$ cat src/rtl/smoothed_triangle_wave_pixel_top_macros.svh
// ----------------------------------------------------------------------------
// Assertion macros for the smoothed triangle wave pixel generator
// Concurrent checks on the rising clock edge, masked while reset is low.
// ----------------------------------------------------------------------------
`ifndef SMOOTHED_TRIANGLE_WAVE_PIXEL_TOP_MACROS_SVH
`define SMOOTHED_TRIANGLE_WAVE_PIXEL_TOP_MACROS_SVH

`ifndef SYNTHESIS
`define STW_ASSERT(name, clk, rst_n, prop) \
	name: assert property (@(posedge clk) disable iff (!rst_n) prop) \
	else $error("stw assertion failed");
`define STW_ASSERT_NEXT(name, clk, rst_n, ante, cons) \
	name: assert property (@(posedge clk) disable iff (!rst_n) (ante) |=> (cons)) \
	else $error("stw assertion failed");
`else
`define STW_ASSERT(name, clk, rst_n, prop)
`define STW_ASSERT_NEXT(name, clk, rst_n, ante, cons)
`endif

`endif

$ cat src/rtl/stw_pkg.sv
// ----------------------------------------------------------------------------
// stw_pkg
// Shared widths, register indexes, config bundle and divider step function.
// ----------------------------------------------------------------------------
`default_nettype none

package stw_pkg;

	localparam int WN_W       = 16;
	localparam int ANG_W      = 16;
	localparam int SLANT_W    = 16;
	localparam int STEP_W     = 24;
	localparam int PHASE_W    = 24;
	localparam int COORD_W    = 10;
	localparam int DISP_W     = 24;
	localparam int HEIGHT_W   = 16;
	localparam int CFG_IDX_W  = 3;
	localparam int CFG_DATA_W = 24;

	localparam int XC_W    = STEP_W + COORD_W;
	localparam int PRODF_W = ANG_W + XC_W + 1;
	localparam int P_W     = 47;
	localparam int P_LO_W  = 24;
	localparam int P_HI_W  = P_W - P_LO_W;
	localparam int MLO_W   = P_LO_W + WN_W;
	localparam int FRAC_W  = 16;
	localparam int FRAC_LSB = 31;
	localparam int DISP_SH = 23;

	localparam int Q_W      = 16;
	localparam int DEN_W    = 17;
	localparam int DIV_STEP = 4;
	localparam int T_W      = 18;
	localparam int R2_W     = 32;

	localparam logic [DEN_W-1:0] ONE_Q16   = 17'h10000;
	localparam logic [T_W-1:0]   THREE_Q16 = 18'd196608;

	typedef enum logic [CFG_IDX_W-1:0] {
		CFG_WAVENUMBER   = 3'd0,
		CFG_COS_ANGLE    = 3'd1,
		CFG_SIN_ANGLE    = 3'd2,
		CFG_RISE_SHARE   = 3'd3,
		CFG_X_STEP       = 3'd4,
		CFG_Y_STEP       = 3'd5,
		CFG_PHASE_OFFSET = 3'd6
	} cfg_idx_t;

	typedef struct packed {
		logic        [WN_W-1:0]    wavenumber;
		logic signed [ANG_W-1:0]   cos_angle;
		logic signed [ANG_W-1:0]   sin_angle;
		logic        [SLANT_W-1:0] rise_share;
		logic        [STEP_W-1:0]  x_step;
		logic        [STEP_W-1:0]  y_step;
		logic signed [PHASE_W-1:0] phase_offset;
	} cfg_t;

	// restoring division state: remainder stays below den
	typedef struct packed {
		logic [DEN_W-1:0] rem;
		logic [Q_W-1:0]   quo;
		logic [DEN_W-1:0] den;
		logic             fall;
	} div_t;

	function automatic div_t div_step(input div_t d);
		div_t             o;
		logic [DEN_W-1:0] sh;
		o = d;
		for (int i = 0; i < DIV_STEP; i++) begin
			sh = {o.rem[DEN_W-2:0], 1'b0};
			if (sh >= o.den) begin
				o.rem = sh - o.den;
				o.quo = {o.quo[Q_W-2:0], 1'b1};
			end else begin
				o.rem = sh;
				o.quo = {o.quo[Q_W-2:0], 1'b0};
			end
		end
		return o;
	endfunction

endpackage

`default_nettype wire

$ cat src/rtl/stw_smooth.sv
// ----------------------------------------------------------------------------
// stw_smooth
// Smoothstep r*r*(3-2r) with peak saturation, stages 11 and 12.
// ----------------------------------------------------------------------------
`default_nettype none

module stw_smooth import stw_pkg::*; (
	input  wire logic                 clk,
	input  wire logic                 arst_n,
	input  wire logic                 en,
	input  wire logic                 div_valid,
	input  wire div_t                 div_res,
	output logic                      out_valid,
	output logic [HEIGHT_W-1:0]       height
);

	logic                v_s11, v_s12;
	logic                peak_s11;
	logic [R2_W-1:0]     r2_s11;
	logic [T_W-1:0]      t_s11;
	logic [HEIGHT_W-1:0] height_s12;

	logic [DEN_W-1:0]     r;
	logic [R2_W+T_W-1:0]  prod;

	always_comb begin
		if (div_res.fall)
			r = ONE_Q16 - DEN_W'(div_res.quo);
		else
			r = DEN_W'(div_res.quo);
		prod = (R2_W+T_W)'(r2_s11) * (R2_W+T_W)'(t_s11);
	end

	always_ff @(posedge clk or negedge arst_n) begin
		if (!arst_n) begin
			v_s11 <= 1'b0;
			v_s12 <= 1'b0;
		end else if (en) begin
			v_s11 <= div_valid;
			v_s12 <= v_s11;
		end
	end

	// r == 1.0 is the only input that reaches 65536
	always_ff @(posedge clk) begin
		if (en) begin
			peak_s11   <= r[DEN_W-1];
			r2_s11     <= R2_W'(r[DEN_W-2:0]) * R2_W'(r[DEN_W-2:0]);
			t_s11      <= THREE_Q16 - {r, 1'b0};
			height_s12 <= peak_s11 ? '1 : prod[R2_W+HEIGHT_W-1:R2_W];
		end
	end

	assign out_valid = v_s12;
	assign height    = height_s12;

endmodule

`default_nettype wire
$ cat config.mk
export PLATFORM = sky130hd
export DESIGN_NAME = stw_smooth
export DESIGN_NICKNAME = d
export VERILOG_FILES = /design/src/rtl/smoothed_triangle_wave_pixel_top_macros.svh /design/src/rtl/stw_pkg.sv /design/src/rtl/stw_smooth.sv
export SDC_FILE = /design/constraint.sdc
export NUM_CORES = 2
export LEC_CHECK = 0
export BUFFER_PORTS_ARGS = -buffer_cell sky130_fd_sc_hd__buf_4
export CAP_MARGIN = 20
export CORE_ASPECT_RATIO = 0.8
export CORE_MARGIN = 2
export CORE_UTILIZATION = 55
export DETAILED_ROUTE_END_ITERATION = 10
export PLACE_DENSITY = 0.72
export SLEW_MARGIN = 20
export SYNTH_ARGS = -nofsm -noshare
export SYNTH_HDL_FRONTEND = slang
export SYNTH_SLANG_ARGS = --single-unit
export TNS_END_PERCENT = 100
$ cat constraint.sdc
create_clock -name clk -period 8.5 [get_ports clk]
set_input_delay 1.275 -clock clk [delete_from_list [all_inputs] [get_ports clk]]
set_output_delay 1.275 -clock clk [all_outputs]
set_load 0.01 [all_outputs]
## After elaboration in Yosys (flattened, before gate mapping)

Index checks and enable logic that the tools add are counted.

| cells by class | value |
|---|---|
| equal/unequal tests | 0 |
| $lt $le $gt $ge | 0 |
| shift operators | 0 |
| div/mod/pow operators | 0 |
| multiplexer cells | 1 |
| bitwise operators | 0 |
| $add $sub $neg | 2 |
| $mul | 2 |
| reduce and logical (&&, ||, !) cells | 0 |

Operator list:

| kind | count |
|---|---|
| multiplier 32 x 18 -> 48 bit | 1 |
| multiplier 16 x 16 -> 32 bit | 1 |
| subtractor 18 bit, first input constant | 1 |
| 2-to-1 mux 17 bit | 1 |
| subtractor 17 x 16 -> 17 bit, first input constant | 1 |

| storage, ports and cells | value |
|---|---|
| latch bits | 0 |
| bits in writable memories | 0 |
| output and inout port bits | 17 |
| word-level logic and storage cells | 11 |
| input port bits | 55 |
| memory bits (read-only) | 0 |
| flip-flop bits (word level) | 69 |
| memories kept | 0 |

## Depth between registers and ports, before layout

| depth | value |
|---|---|
| depth in word-level cells | 3 |
| gate-level depth with buffers | 31 |
| depth with buffers taken out | 29 |

## Worst setup path before layout

OpenSTA, ideal clock, no wires.

| path | value |
|---|---|
| path type | input to register |
| start | input div_res[18] in the netlist's numbering |
| end | register r2_s11[31] (data pin) |
| data required time | 8232 ps |
| buffers on the path | 2 |
| slack | -351 ps |
| cell stages on the path | 29 |
| arrival time | 8584 ps |
| cells stage by stage | clkinv_1 -> clkbuf_1 -> ha_1 -> nand2b_1 -> o31ai_1 -> xor2_1 -> buf_1 -> clkinv_1 -> nand2_1 -> inv_1 -> fa_1 -> inv_1 -> fa_1 -> inv_1 -> fa_1 -> inv_1 -> fa_1 -> inv_1 -> fa_1 -> fa_1 -> ha_1 -> and3_1 -> and3_1 -> o311ai_0 -> a311oi_1 -> nor3_1 -> or2_2 -> o41ai_1 -> xnor2_1 |

| between the ends | value |
|---|---|
| longest elaborated chain between the ends | 3 |

RTL lines:

| item | line | source |
|---|---|---|
| start: declaration | stw_smooth.sv:12 | `input wire div_t div_res,` |
| subtractor 17 x 16 -> 17 bit | stw_smooth.sv:28 | `r = ONE_Q16 - DEN_W'(div_res.quo);` |
| 2-to-1 mux 17 bit (*) | stw_smooth.sv:27 | `if (div_res.fall)` |
| multiplier 16 x 16 -> 32 bit (*) | stw_smooth.sv:48 | `r2_s11 <= R2_W'(r[DEN_W-2:0]) * R2_W'(r[DEN_W-2:0]);` |
| end signal: assignment | stw_smooth.sv:48 |  |
| end: declaration | stw_smooth.sv:19 | `logic [R2_W-1:0] r2_s11;` |

Every way passes the cells marked *; elsewhere a longest branch is shown, timed or not.
A chain may end at the register's enable or synchronous reset.

## Worst setup path after layout

| path | value |
|---|---|
| start | input div_res[23] in the netlist's numbering |
| end | register r2_s11[31] (data pin) |

The elaborated chain is that of the path after synthesis.

==> impl_metrics.env <==
export IMPL_status="finished clean"
export IMPL_synth_simple_gate_area_share_pct=14.8
export IMPL_synthCells=2814
export IMPL_ys_seq_area_share_pct=7.59
export IMPL_clock_latency_ns=0.37
export IMPL_nNetsFinal=3794
export IMPL_start_util_pct=55.5
export IMPL_synth_edff_count=64
export IMPL_cts_root_buf="clkbuf_16"
export IMPL_hold_viol_final=0
export IMPL_synthAdderAreaFrac_pct=57.8
export IMPL_setup_violations=0
export IMPL_grt_max_degree=67
export IMPL_fmax_ghz=0.122
export IMPL_synth_cell_types=69
export IMPL_dieArea_um2=49000
export IMPL_hold_path_depth=1
export IMPL_rows=71
export IMPL_grt_pass1_wl_um=108000
export IMPL_worstPathMaxFanout=4
export IMPL_area_growth_pct=8.11
export IMPL_r2r_cells=22
export IMPL_hp_class="flop to flop"
export IMPL_critPathLaunchType="primary input"
export IMPL_timing_final_crit_period_ns=8.20
export IMPL_dr_pass1_iters=5
export IMPL_drtIter0Drc=1249
export IMPL_post_dp_cell_area_um2=27600
export IMPL_critPathKind="primary input to flop"
export IMPL_synth_compound_area_share_pct=4.63
export IMPL_worstPathArrival_ns=8.30
export IMPL_cts_hold_buffers=0
export IMPL_antenna_found_initial=0
export IMPL_hpwl_um=51000
export IMPL_via_count=19000
export IMPL_port_buffers=37
export IMPL_synth_area_per_cell_um2=9.23
export IMPL_period_share_pct=96.5
export IMPL_slew_headroom_pct=17.6
export IMPL_cp_slowest_cell="or4_4"
export IMPL_place_gp_congestion=0.914
export IMPL_clock_skew_ns=0.0168
export IMPL_n_antenna_cell=0
export IMPL_cts_sinks=66
export IMPL_die_w_um=247
export IMPL_cts_buffer_depth=2
export IMPL_maxCapViolCount=0
export IMPL_drv_slew=0
export IMPL_dieHeight_um=198
export IMPL_io_pins=72
export IMPL_grt_pass1_vias=21600
export IMPL_synth_top_family_by_area="adder cells"
export IMPL_synth_ff_latch_count=66
export IMPL_synth_mux_area_share_pct=0.279
export IMPL_drc=0
export IMPL_critPathMaxStageDelay_ns=0.56
export IMPL_async_flop_share_pct=3.03
export IMPL_cp_required_ns=8.60
export IMPL_netlist_area_um2=26000
export IMPL_stdcell_area_um2=28100
export IMPL_tritoncts="built"
export IMPL_cts_made_buffers=9
export IMPL_overflow=0
export IMPL_end_kind="flop"
export IMPL_detail_route_wl_per_cell_um=18.0
export IMPL_synth_xor_area_share_pct=2.89
export IMPL_wl_um=63300
export IMPL_path_clk_slew_ns=0.06
export IMPL_via_per_inst=5.40
export IMPL_yosysWarnings=0
export IMPL_tightest_slew_ns=1.24
export IMPL_htree_levels=3
export IMPL_drt_antenna_violating_nets=0
export IMPL_synthFlopType="edfxtp_1"
export IMPL_drive_above_1_share_pct=7.54
export IMPL_core_area_um2=46800
export IMPL_fillers=3970
export IMPL_grt_usage_pct=28.4
[through the flow]
stage	hold WS, ns	util [%]	std cells	worst slack [ns]	setup TNS, ns
floorplan	0.475	-	2818	0.00562	0
global placement	0.484	59.1	3503	-0.147	-0.279
detailed placement	0.495	59.1	3503	-0.238	-0.480
CTS	0.508	59.7	3519	0.111	0
global route	0.547	60.0	3523	-0.0359	-0.106
finish	0.505	60.0	3523	0.299	0
[cell families after synthesis]
logic type | count (synthesis)
multiplexers | 7
buffers and inverters | 823
AO/OA/AOI/OAI | 183
XOR/XNOR | 81
flip-flops | 66
adder cells (fa/ha/maj) | 841
other | 2
AND/OR/NAND/NOR | 811
[worst max-delay path, delay by kind of cell]
kind | cells | cell delay, ns
XOR/XNOR | 2 | 0.30
adder cells (fa/ha/maj) | 7 | 3.29
buffers and inverters | 10 | 0.97
AND/OR/NAND/NOR | 6 | 1.43
AO/OA/AOI/OAI | 4 | 1.01
[worst paths after layout]
kind,start,end,slack (ns)
worst max-delay path,div_res[23],r2_s11[31]$_DFFE_PP_,0.30
worst min-delay path,v_s11$_DFFE_PN0P_,v_s11$_DFFE_PN0P_,0.51
worst max register to register,t_s11[3]$_DFFE_PP_,height[15]$_SDFFCE_PP1P_,0.70
worst min register to register,v_s11$_DFFE_PN0P_,v_s11$_DFFE_PN0P_,0.51
max in group asynchronous,arst_n,v_s11$_DFFE_PN0P_,7.73
min in group asynchronous,arst_n,out_valid$_DFFE_PN0P_,0.69
[layer usage]
| metal | GRT usage (%) | share of wire, % | up-vias |
|---|---|---|---|
| li1 | - | - | 8449 |
| met1 | 37.1 | 40 | 9752 |
| met2 | 49.3 | 49 | 685 |
| met3 | 3.73 | 7.6 | 146 |
| met4 | 8.86 | 2.8 | 0 |
| met5 | 0 | 0 | - |
[registers in the layout, summed over array words and instances (netlist names)]
signal	flops
height	16
peak_s11	1
out_valid	1
v_s11	1
r2_s11	31
t_s11	16
[cells in the final DEF, fill, tap and decap left out, drive strengths merged, types with 3 or more instances in the layout]
| cell type | n |
|---|---|
| a311oi | 3 |
| nor2 | 87 |
| nor2b | 5 |
| a21boi | 3 |
| edfxtp | 64 |
| nand3 | 17 |
| or2 | 3 |
| and2 | 235 |
| o31ai | 9 |
| nor4 | 4 |
| ha | 243 |
| or4 | 3 |
| a31oi | 7 |
| nand2b | 17 |
| a21o | 24 |
| clkbuf | 9 |
| nor3 | 14 |
| a21oi | 50 |
| mux2i | 5 |
| clkinv | 10 |
| or3 | 6 |
| o41ai | 3 |
| nand2 | 398 |
| xor2 | 20 |
| conb | 6 |
| o21bai | 9 |
| xnor2 | 61 |
| o21a | 5 |
| buf | 172 |
| o211ai | 6 |
| o21ai | 40 |
| fa | 598 |
| inv | 715 |
| a211oi | 7 |
| nand4 | 7 |
| and3 | 9 |
| o2111ai | 3 |
[final cells by class]
cell class	instances	area (µm²)	area share, %
clock buffer	9	225	0.802
timing repair buffer	172	1330	4.72
tap	620	776	2.76
multi-input combinational	1929	21000	74.7
clock inverter	7	83.8	0.299
sequential	66	1970	7.02
inverter	720	2710	9.64
[cells in the mapped netlist (all sizes together), types with 4 or more instances]
cell	number	area [µm²]
clkbuf	97	364
and2	235	1470
nand3	17	85.1
nand2	398	1500
xor2	20	216
mux2i	5	50.1
inv	715	2690
nor2	87	334
clkinv	5	18.8
edfxtp	64	1920
ha	243	3040
o21a	5	37.5
a211oi	7	52.6
o21ai	40	204
nor4	4	25.0
a31oi	7	43.8
a21o	24	180
fa	598	12000
nor2b	5	31.3
xnor2	61	534
and3	9	56.3
nand2b	17	106
o211ai	6	45.0
buf	6	30.0
o31ai	9	86.3
a21oi	50	250
or3	6	37.5
o21bai	9	67.6
nor3	14	70.1
nand4	7	43.8
[timing repair]
item                                    in CTS  in global routing
buffers inserted                             0                  1
resized for setup                            0                 12
endpoints found under the setup margin       0                  7
Power is left out: the tool's default activity adds up to more than one toggle a clock period on the data nets, which glitch-free logic cannot reach.
