`src/rtl/smoothed_triangle_wave_pixel_top_macros.svh`:
```
// ----------------------------------------------------------------------------
// Assertion macros for the smoothed triangle wave pixel generator
// Concurrent checks on the rising clock edge, masked while reset is low.
// ----------------------------------------------------------------------------
`ifndef SMOOTHED_TRIANGLE_WAVE_PIXEL_TOP_MACROS_SVH
`define SMOOTHED_TRIANGLE_WAVE_PIXEL_TOP_MACROS_SVH

`ifndef SYNTHESIS
`define STW_ASSERT(name, clk, rst_n, prop) \
	name: assert property (@(posedge clk) disable iff (!rst_n) prop) \
	else $error("stw assertion failed");
`define STW_ASSERT_NEXT(name, clk, rst_n, ante, cons) \
	name: assert property (@(posedge clk) disable iff (!rst_n) (ante) |=> (cons)) \
	else $error("stw assertion failed");
`else
`define STW_ASSERT(name, clk, rst_n, prop)
`define STW_ASSERT_NEXT(name, clk, rst_n, ante, cons)
`endif

`endif

```
`src/rtl/stw_pkg.sv`:
```
// ----------------------------------------------------------------------------
// stw_pkg
// Shared widths, register indexes, config bundle and divider step function.
// ----------------------------------------------------------------------------
`default_nettype none

package stw_pkg;

	localparam int WN_W       = 16;
	localparam int ANG_W      = 16;
	localparam int SLANT_W    = 16;
	localparam int STEP_W     = 24;
	localparam int PHASE_W    = 24;
	localparam int COORD_W    = 10;
	localparam int DISP_W     = 24;
	localparam int HEIGHT_W   = 16;
	localparam int CFG_IDX_W  = 3;
	localparam int CFG_DATA_W = 24;

	localparam int XC_W    = STEP_W + COORD_W;
	localparam int PRODF_W = ANG_W + XC_W + 1;
	localparam int P_W     = 47;
	localparam int P_LO_W  = 24;
	localparam int P_HI_W  = P_W - P_LO_W;
	localparam int MLO_W   = P_LO_W + WN_W;
	localparam int FRAC_W  = 16;
	localparam int FRAC_LSB = 31;
	localparam int DISP_SH = 23;

	localparam int Q_W      = 16;
	localparam int DEN_W    = 17;
	localparam int DIV_STEP = 4;
	localparam int T_W      = 18;
	localparam int R2_W     = 32;

	localparam logic [DEN_W-1:0] ONE_Q16   = 17'h10000;
	localparam logic [T_W-1:0]   THREE_Q16 = 18'd196608;

	typedef enum logic [CFG_IDX_W-1:0] {
		CFG_WAVENUMBER   = 3'd0,
		CFG_COS_ANGLE    = 3'd1,
		CFG_SIN_ANGLE    = 3'd2,
		CFG_RISE_SHARE   = 3'd3,
		CFG_X_STEP       = 3'd4,
		CFG_Y_STEP       = 3'd5,
		CFG_PHASE_OFFSET = 3'd6
	} cfg_idx_t;

	typedef struct packed {
		logic        [WN_W-1:0]    wavenumber;
		logic signed [ANG_W-1:0]   cos_angle;
		logic signed [ANG_W-1:0]   sin_angle;
		logic        [SLANT_W-1:0] rise_share;
		logic        [STEP_W-1:0]  x_step;
		logic        [STEP_W-1:0]  y_step;
		logic signed [PHASE_W-1:0] phase_offset;
	} cfg_t;

	// restoring division state: remainder stays below den
	typedef struct packed {
		logic [DEN_W-1:0] rem;
		logic [Q_W-1:0]   quo;
		logic [DEN_W-1:0] den;
		logic             fall;
	} div_t;

	function automatic div_t div_step(input div_t d);
		div_t             o;
		logic [DEN_W-1:0] sh;
		o = d;
		for (int i = 0; i < DIV_STEP; i++) begin
			sh = {o.rem[DEN_W-2:0], 1'b0};
			if (sh >= o.den) begin
				o.rem = sh - o.den;
				o.quo = {o.quo[Q_W-2:0], 1'b1};
			end else begin
				o.rem = sh;
				o.quo = {o.quo[Q_W-2:0], 1'b0};
			end
		end
		return o;
	endfunction

endpackage

`default_nettype wire

```
`src/rtl/stw_ramp.sv`:
```
// ----------------------------------------------------------------------------
// stw_ramp
// Rising/falling ramp select and pipelined divide, stages 6 to 10.
// ----------------------------------------------------------------------------
`default_nettype none

module stw_ramp import stw_pkg::*; (
	input  wire logic              clk,
	input  wire logic              arst_n,
	input  wire logic              en,
	input  wire logic [SLANT_W-1:0] rise_share,
	input  wire logic              frac_valid,
	input  wire logic [FRAC_W-1:0] frac,
	output logic                   div_valid,
	output div_t                   div_res
);

	logic v_s6, v_s7, v_s8, v_s9, v_s10;
	div_t dv_s6, dv_s7, dv_s8, dv_s9, dv_s10;
	div_t sel;

	always_comb begin
		sel.quo = '0;
		if (frac < rise_share) begin
			sel.rem  = DEN_W'(frac);
			sel.den  = DEN_W'(rise_share);
			sel.fall = 1'b0;
		end else begin
			sel.rem  = DEN_W'(frac - rise_share);
			sel.den  = ONE_Q16 - DEN_W'(rise_share);
			sel.fall = 1'b1;
		end
	end

	always_ff @(posedge clk or negedge arst_n) begin
		if (!arst_n) begin
			v_s6  <= 1'b0;
			v_s7  <= 1'b0;
			v_s8  <= 1'b0;
			v_s9  <= 1'b0;
			v_s10 <= 1'b0;
		end else if (en) begin
			v_s6  <= frac_valid;
			v_s7  <= v_s6;
			v_s8  <= v_s7;
			v_s9  <= v_s8;
			v_s10 <= v_s9;
		end
	end

	always_ff @(posedge clk) begin
		if (en) begin
			dv_s6  <= sel;
			dv_s7  <= div_step(dv_s6);
			dv_s8  <= div_step(dv_s7);
			dv_s9  <= div_step(dv_s8);
			dv_s10 <= div_step(dv_s9);
		end
	end

	assign div_valid = v_s10;
	assign div_res   = dv_s10;

endmodule

`default_nettype wire

```
`config.mk`:
```
export PLATFORM = sky130hd
export DESIGN_NAME = stw_ramp
export DESIGN_NICKNAME = d
export VERILOG_FILES = /design/src/rtl/smoothed_triangle_wave_pixel_top_macros.svh /design/src/rtl/stw_pkg.sv /design/src/rtl/stw_ramp.sv
export SDC_FILE = /design/constraint.sdc
export NUM_CORES = 1
export LEC_CHECK = 0
export BUFFER_PORTS_ARGS = -buffer_cell sky130_fd_sc_hd__buf_2
export CAP_MARGIN = 20
export CORE_ASPECT_RATIO = 0.5
export CORE_UTILIZATION = 64
export CTS_CLUSTER_DIAMETER = 120
export DETAILED_ROUTE_END_ITERATION = 12
export GPL_TIMING_DRIVEN = 0
export PLACE_DENSITY_LB_ADDON = 0.2
export SKIP_CTS_REPAIR_TIMING = 1
export SYNTH_ARGS = -nofsm -noshare
export SYNTH_HDL_FRONTEND = slang
export SYNTH_SLANG_ARGS = --single-unit
export TNS_END_PERCENT = 50
```
`constraint.sdc`:
```
create_clock -name clk -period 11.3 [get_ports clk]
set_input_delay 2.26 -clock clk [delete_from_list [all_inputs] [get_ports clk]]
set_output_delay 2.26 -clock clk [all_outputs]
set_load 0.005 [all_outputs]
```
# After elaboration in Yosys (flattened, before gate mapping)
# Index checks and enable logic that the tools add are counted.
# op_classes
add_sub_neg	18
magnitude_cmp	17
muxes	30
# ops
op	count
32-bit 2-to-1 mux	27
17-bit >= comparator	16
16-bit subtractor	16
33-bit 2-to-1 mux	1
17-bit 2-to-1 mux	1
17-bit by 16-bit subtractor with 17-bit output, first input constant	1
17-bit subtractor	1
16-bit < comparator	1
16-bit 2-to-1 mux	1
# totals
input_bits	36
word_cells	94
ff_bits	237
out_inout_bits	52

# Longest topological paths before layout
# Gate-level depths: netlist (run 1).
# logic_depth
word_depth	11
depth_mapped	44
mapped_depth_nobuf	40

# Worst setup path before layout (run 1)
# OpenSTA, ideal clock, no wires.
# synth_timing
kind	reg-to-reg
from	register dv_s7[2] (netlist bit)
to	register dv_s8[36] (netlist bit), data pin
slack_ps	2170
period_less_slack_ps	9130
path_stages_with_launch	44
n_path_buf	4
required_ps	11040
arrival_time_ps	8870
setup_ps	260
path_cell_list	edfxtp_1 > inv_1 > ha_1 > nor2b_1 > o31a_1 > or3_1 > a21oi_2 > a211oi_1 > clkbuf_1 > nor2_1 > inv_1 > and3_1 > a211oi_1 > o211ai_1 > ha_1 > o21ai_0 > or4_1 > a21oi_1 > [... 8 more ...] > nor2b_1 > o22ai_2 > a31oi_1 > o221ai_2 > inv_2 > clkbuf_1 > o21ai_1 > mux2i_1 > ha_1 > and3_1 > o21ai_0 > nand2_1 > a21oi_1 > o21ai_0 > a31o_2 > a221o_1 > clkbuf_1 > mux2_2
# synth_via
elab_chain_cells	11
word_cells_on_any_way	15
cone_classes	add/sub: 4; order compare: 4; mux: 7
# synth_lines
element	line_no	text
start, declared	stw_ramp.sv:19	div_t dv_s6, dv_s7, dv_s8, dv_s9, dv_s10;
start signal, assigned	stw_ramp.sv:54	dv_s7 <= div_step(dv_s6);
16-bit subtractor or 17-bit >= comparator (tied branches)	stw_pkg.sv:74, stw_pkg.sv:73	
32-bit 2-to-1 mux	stw_pkg.sv:73	if (sh >= o.den) begin
32-bit 2-to-1 mux	stw_ramp.sv:52	if (en) begin
16-bit subtractor or 17-bit >= comparator (tied branches)	stw_pkg.sv:74, stw_pkg.sv:73	
32-bit 2-to-1 mux	stw_pkg.sv:73	
32-bit 2-to-1 mux	stw_ramp.sv:52	
17-bit >= comparator or 16-bit subtractor (tied branches)	stw_pkg.sv:73, stw_pkg.sv:74	
32-bit 2-to-1 mux	stw_pkg.sv:73	
32-bit 2-to-1 mux	stw_ramp.sv:52	
16-bit subtractor or 17-bit >= comparator (tied branches)	stw_pkg.sv:74, stw_pkg.sv:73	
32-bit 2-to-1 mux *	stw_pkg.sv:73	
end signal, assigned	stw_ramp.sv:55	dv_s8 <= div_step(dv_s7);
end, declared	stw_ramp.sv:19	
# Mark *: on every way between the ends. The rest lies on a longest branch, timed or not. The select of a mux whose other input is x is not followed.
# A chain may end at the register's enable or synchronous reset.

# Worst setup path after layout (run 1)
# layout_timing
from	register dv_s7[2] (netlist bit)
to	register dv_s8[44] (netlist bit), data pin
# layout_via
elab_chain_cells	11
word_cells_on_any_way	15
cone_classes	add/sub: 4; order compare: 4; mux: 7
# layout_lines
element	line_no
16-bit subtractor or 17-bit >= comparator (tied branches)	stw_pkg.sv:74, stw_pkg.sv:73
32-bit 2-to-1 mux	stw_pkg.sv:73
32-bit 2-to-1 mux	stw_ramp.sv:52
16-bit subtractor or 17-bit >= comparator (tied branches)	stw_pkg.sv:74, stw_pkg.sv:73
32-bit 2-to-1 mux	stw_pkg.sv:73
32-bit 2-to-1 mux	stw_ramp.sv:52
16-bit subtractor or 17-bit >= comparator (tied branches)	stw_pkg.sv:74, stw_pkg.sv:73
32-bit 2-to-1 mux	stw_pkg.sv:73
32-bit 2-to-1 mux	stw_ramp.sv:52
16-bit subtractor or 17-bit >= comparator (tied branches)	stw_pkg.sv:74, stw_pkg.sv:73
32-bit 2-to-1 mux *	stw_pkg.sv:73
# Marked as above.

==> results.txt, run 1 <==
----------------------------------------------------
[Outcome]
  Result of the run ... completed

[Finish]
  Most frequent cells in the layout ... ha_1 (276), edfxtp_1 (211), a21oi_1 (200), nor2_1 (195), xnor2_1 (154)
  Total of fill cells in the finished design ... 2670
  Multi-input logic area ... 15300 µm²
  Synth-to-layout area growth ... 8.40%
  Fraction of layout instances using a drive strength above 1 ... 0.140
  Register area ... roughly 6500 µm²
  Nets@finish ... around 2900
  Leading cell type in the layout, fill and taps excluded ... ha_1
  Antenna cell count ... 0

[Logic synthesis]
  Register area share after synthesis ... 0.288
  Largest area contributor in the netlist ... edfxtp_1
  Mean post-synth cell area ... a little over 9 µm²
  Leading post-synthesis cells by cell area ... edfxtp_1 (28%), ha_1 (15%), mux2_2 (7.3%), xnor2_1 (6.0%), a21oi_1 (4.5%)
  Share of flip-flops with an asynchronous set or reset after synthesis ... 0.0231
  Yosys cell types ... 96
  Synth Register Bits ... approximately 220
  Cell area after technology mapping ... around 22000 µm²
  Portion of synthesized cell area occupied by the leading cell type ... 0.282
  Count of flip-flops with a built-in enable after synthesis ... ~210
  Post-Syn Instances ... 2427
  Nets in the synthesized netlist ... between 2000 and 3000
  Synth Flop Type ... edfxtp_1
  Warnings from Yosys ... 0

[Route]
  Final WL ... between 50000 and 60000 µm
  Total number of vias ... between 15000 and 20000
  Via-per-instance ratio ... ~6.2
  Average detailed-routed wire length per instance ... roughly 19 µm
  First-pass detailed-route iteration total ... 6
  Remaining antenna violation count after routing ... 0
  Number of DRC violations after detailed routing ... 0
  Initial DRC Count ... 1358

[GRT]
  Pin count of the biggest net entering global routing ... 110
  Initial antenna violation count ... 0
  Total overflow reported by the global router ... 0
  Total global-route track usage ... 0.310
  Vias in the first global route ... around 18000
  First-pass GRT wire length ... between 80000 and 90000 µm

[Setup path]
  Startpoint type of the worst setup path ... flop
  Slowest cell delay on critical path ... between 0.5 and 0.6 ns
  Endpoint arrival time on the critical path ... roughly 11 ns
  Critical path capture point type ... flop
  Peak fanout along the critical path ... 10
  Worst flop-to-flop path endpoint ... dv_s8[44]$_DFFE_PP_
  Reg-to-reg critical path startpoint ... dv_s7[2]$_DFFE_PP_
  Cell with the biggest individual delay on the critical path ... or4_1
  Worst Path Class, Setup ... reg2reg
  Required time at the endpoint of the critical path ... approximately 12 ns
  R2R setup slack ... approximately 0.47 ns
  Number of cells on the worst reg-to-reg path ... 43

[Timing]
  Tmin final ... around 11 ns
  Max-slew headroom ... 0.433
  Transition time at the pin with the least slew margin ... around 0.85 ns
  Final worst setup slack ... 0.471 ns
  FMAX ... a little over 0.09 GHz
  Period utilization ... 0.958
  Final hold violations ... 0
  Total of endpoints with negative setup slack in the final report ... 0
  RSZ-0062 raised after global routing ... false
  Final Max Slew Viols ... 0
  Clock skew ... between 0.02 and 0.03 ns

[Hold path]
  Min-Delay Endpoint ... dv_s9[0]$_DFFE_PP_
  Startpoint of the lowest-slack hold path ... dv_s8[0]$_DFFE_PP_
  Worst hold path class ... reg2reg
  Hold Path Stages ... 0

[Clock tree]
  Clock tree root driver cell ... clkbuf_16
  Worst-case clock buffer depth ... 3
  Number of clock sinks ... ~220
  Number of clock buffers inserted by TritonCTS ... 22
  TritonCTS clock tree ... yes
  Worst-skew pair later-pin latency ... 0.56 ns
  Clock transition at the register clock pins on the worst setup and hold paths after CTS ... 0.06 ns
  Htree depth ... 1

[Place]
  Input/output buffers ... 87
  Worst-case setup slack after placement ... -0.233 ns
  HPWL after DPL ... 44400 µm
  Final weighted congestion in routability-driven placement ... ~0.96

[Floorplan]
  Ports ... 88
  Area of the core ... 34500 µm²
  Starting density of the core ... 0.650
  Total number of placement rows ... 48
  Floorplan die area ... 35900 µm²
  Height of the die ... around 130 µm
  DIE WIDTH ... roughly 270 µm

[Job]
  Max-capacitance violation count ... 0

----------------------------------------------------
critical path: cells and delay by family (launching register included):
kind	cells	cell delay, ns
compound gates	19	3.99
simple gates	10	2.56
buf+inv	8	1.86
fa+ha+maj	4	1.28
flops	1	0.45
mux	2	0.44
worst max-delay path by stage:
stage          depth (start not counted)  slack [ns]                  end                from
5_1_grt                               43        0.04  dv_s8[41]$_DFFE_PP_  dv_s7[2]$_DFFE_PP_
2_1_floorplan                         43        2.17  dv_s8[36]$_DFFE_PP_  dv_s7[2]$_DFFE_PP_
6_report                              43        0.47  dv_s8[44]$_DFFE_PP_  dv_s7[2]$_DFFE_PP_
4_1_cts                               39       -0.29  dv_s9[41]$_DFFE_PP_  dv_s8[2]$_DFFE_PP_
3_3_place_gp                          39       -0.23  dv_s9[41]$_DFFE_PP_  dv_s8[2]$_DFFE_PP_
3_5_place_dp                          39       -0.23  dv_s9[41]$_DFFE_PP_  dv_s8[2]$_DFFE_PP_
cell families after synthesis:
family	share of synthesized area
compound gates	0.212
xor+xnor	0.0858
fa+ha+maj	0.159
buf+inv	0.0332
flops	0.288
mux	0.0855
simple gates	0.137
sequential cells by signal, indices dropped and copies added (netlist names):
register / flops
dv_s6: 34
v_s6: 1
div_valid: 1
dv_s7: 38
v_s7: 1
div_res: 51
v_s8: 1
dv_s9: 46
v_s9: 1
dv_s8: 42
layer usage:
layer  wire, µm  up-vias  share of wire  GRT usage
met1      23600     8849           0.42      0.365
met3       2750      153          0.049     0.0380
met2      27400      581           0.49      0.567
li1           -     9371              -          -
met4       2550        0          0.045      0.137
met5          0        -              0          0
Yosys cell counts (all sizes together) (11+ instances only):
library cell	count
a211oi	24
a21boi	11
a21o	76
a21oi	203
a31oi	31
and2	22
and3	17
buf	16
clkbuf	29
edfxtp	211
ha	277
inv	140
mux2	152
mux2i	19
nand2	155
nand2b	30
nand3	32
nand4	34
nor2	197
nor2b	34
nor3	49
o211ai	19
o21a	59
o21ai	138
o21bai	21
o221ai	11
o31a	11
o31ai	25
o41ai	11
or2	11
or3	21
xnor2	154
xor2	66
area by class of cell:
| cell class | count | area share |
|---|---|---|
| Multi-Input combinational cell | 2026 | 0.629 |
| Sequential cell | 216 | 0.265 |
| Tap cell | 475 | 0.0244 |
| Clock buffer | 26 | 0.0241 |
| Timing Repair Buffer | 96 | 0.0219 |
| Inverter | 141 | 0.0218 |
| Buffer | 45 | 0.00941 |
| Clock inverter | 12 | 0.00339 |
through the flow:
stage          utilization  instances  area, µm²  TNS [ns]  hold slack, ns
2_1_floorplan            -       2427      22500         0           0.400
3_3_place_gp         0.680       2989      23500     -2.52           0.401
3_5_place_dp         0.681       2990      23500     -3.57           0.405
4_1_cts              0.700       3028      24200     -4.84           0.417
5_1_grt              0.705       3037      24300         0           0.425
6_report             0.705       3037      24300         0           0.417
Power of run 1 is left out: the tool's default activity adds up to more than one toggle a clock period on the data nets, which glitch-free logic cannot reach.
==> run 2: changes to the inputs <==
--- a/config.mk
+++ b/config.mk
@@ -5,9 +5,11 @@
 export SDC_FILE = /design/constraint.sdc
 export NUM_CORES = 1
 export LEC_CHECK = 0
+export ABC_CLOCK_PERIOD_IN_PS = 11450
 export BUFFER_PORTS_ARGS = -buffer_cell sky130_fd_sc_hd__buf_2
 export CAP_MARGIN = 20
 export CORE_ASPECT_RATIO = 0.5
+export CORE_MARGIN = 2
 export CORE_UTILIZATION = 64
 export CTS_CLUSTER_DIAMETER = 120
 export DETAILED_ROUTE_END_ITERATION = 12
==> constraint.sdc (replaced) <==
create_clock -name clk -period 11.45 [get_ports clk]
set_input_delay 2.29 -clock clk [delete_from_list [all_inputs] [get_ports clk]]
set_output_delay 2.29 -clock clk [all_outputs]
set_load 0.005 [all_outputs]
==> results.txt, run 2 (synthesized netlist as in run 1, its figures left out) <==
----------------------------------------------------
[Route]
  First-pass detailed-route iteration total ... 5
  Total number of vias ... roughly 19000
  Via-per-instance ratio ... roughly 6.3
  Remaining antenna violation count after routing ... 0
  Number of DRC violations after detailed routing ... 0
  Average detailed-routed wire length per instance ... ~19 µm
  Initial DRC Count ... approximately 1300
  Final WL ... roughly 57000 µm

[GRT]
  Pin count of the biggest net entering global routing ... approximately 120
  Total overflow reported by the global router ... 0
  Vias in the first global route ... about 18000
  Initial antenna violation count ... 0
  First-pass GRT wire length ... roughly 91000 µm
  Total global-route track usage ... 0.311

[Timing]
  Final hold violations ... 0
  Total of endpoints with negative setup slack in the final report ... 0
  Final Max Slew Viols ... 0
  FMAX ... approximately 0.090 GHz
  Max-slew headroom ... 0.363
  Setup tns final ... 0 ns
  Period utilization ... 0.967
  Tmin final ... ~11 ns
  RSZ-0062 raised after global routing ... false
  Min Hold Slack ... ~0.41 ns
  Clock skew ... around 0.026 ns
  Transition time at the pin with the least slew margin ... roughly 0.96 ns

[Job]
  Max-capacitance violation count ... 0

[Finish]
  Number of flip-flops under the largest register name ... about 50
  Nets@finish ... about 2900
  Design Area, Final ... 24400 µm²
  Fraction of layout instances using a drive strength above 1 ... 0.139
  Antenna cell count ... 0
  Synth-to-layout area growth ... 8.58%
  Most frequent cells in the layout ... ha_1 (276), edfxtp_1 (211), a21oi_1 (200), nor2_1 (195), xnor2_1 (154)
  Leading cell type in the layout, fill and taps excluded ... ha_1
  Final Core Density ... 0.706

[Clock tree]
  Number of clock buffers inserted by TritonCTS ... 23
  Number of clock sinks ... approximately 220
  Clock transition at the register clock pins on the worst setup and hold paths after CTS ... ~0.070 ns
  Clock tree root driver cell ... clkbuf_16
  Worst-skew pair later-pin latency ... about 0.55 ns
  TritonCTS clock tree ... yes
  Worst-case clock buffer depth ... 3
  Htree depth ... 1

[Floorplan]
  Ports ... about 90
  Floorplan die area ... 36700 µm²
  DIE WIDTH ... 269 µm
  Height of the die ... ~140 µm
  Total number of placement rows ... 48
  Starting density of the core ... 0.650
  Area of the core ... around 35000 µm²

[Setup path]
  Slowest cell delay on critical path ... about 0.55 ns
  Cell repeated most along the worst path ... ha_1
  Critical path capture point type ... flop
  Peak fanout along the critical path ... 10
  Required time at the endpoint of the critical path ... roughly 12 ns
  Buffers plus inverters on the worst setup path ... 7
  Endpoint arrival time on the critical path ... 11.36 ns
  Worst Path Class, Setup ... reg2reg
  Startpoint type of the worst setup path ... flop
  Worst path top cell family by delay ... compound AO/OA/AOI/OAI gates
  Cell with the biggest individual delay on the critical path ... o21ai_1

[Place]
  Area of placed instances ... ~24000 µm²
  Input/output buffers ... 87
  Final weighted congestion in routability-driven placement ... 0.933
  HPWL after DPL ... ~46000 µm

[Hold path]
  Worst hold path class ... reg2reg

[Outcome]
  Result of the run ... completed

----------------------------------------------------
-- run 2: cell types whose count changed in the layout (fill, tap and decap cells not counted), moves of 2 or more --
cell | before | now
bufinv_16 | 0 | 3
clkbuf_2 | 9 | 7
clkinv_4 | 3 | 1
o21ai_1 | 6 | 8
-- run 2: cell type report --
type,count,area [µm²]
Clock inverter,15,175
Inverter,141,531
Buffer,45,226
Multi-Input combinational cell,2025,15300
Fill cell,2686,10200
Tap cell,475,594
Timing Repair Buffer,96,533
Sequential cell,216,6460
Clock buffer,25,583
-- run 2: worst paths after layout --
check | from | end | slack (ns) | cells after the start
worst min register to register | dv_s9[24]$_DFFE_PP_ | div_res[28]$_DFFE_PP_ | 0.41 | 0
worst max register to register | dv_s9[1]$_DFFE_PP_ | div_res[39]$_DFFE_PP_ | 0.38 | 39
worst min-delay path | dv_s9[24]$_DFFE_PP_ | div_res[28]$_DFFE_PP_ | 0.41 | 0
max in group asynchronous | arst_n | div_valid$_DFFE_PN0P_ | 9.77 | 1
worst max-delay path | dv_s9[1]$_DFFE_PP_ | div_res[39]$_DFFE_PP_ | 0.38 | 39
min in group asynchronous | arst_n | v_s6$_DFFE_PN0P_ | 1.55 | 1
-- run 2: metal layers --
metal	GRT usage	wire length [µm]	up-vias	part of all wire
li1	-	-	9362	-
met1	0.364	23800	8965	0.42
met2	0.568	28000	531	0.49
met3	0.0351	2480	163	0.043
met4	0.156	2960	0	0.052
met5	0	0	-	0
-- run 2: worst register-to-register path: cells and delay by family, from the launching register on --
| family | cells | cell delay [ns] |
|---|---|---|
| AOI/OAI and AO/OA | 15 | 4.02 |
| and+or+nand+nor | 10 | 1.79 |
| DFF | 1 | 0.50 |
| adders and majority gates | 4 | 1.27 |
| muxes | 3 | 1.17 |
| buffers and inverters | 7 | 2.10 |
-- run 2: stage by stage --
| step | setup slack [ns] | instances |
|---|---|---|
| floorplan | 2.32 | 2427 |
| global placement | -0.138 | 2989 |
| detailed placement | -0.219 | 2990 |
| CTS | -0.272 | 3030 |
| global route | 0.0115 | 3038 |
| finish | 0.379 | 3038 |
Power of run 2 is left out for the same reason.
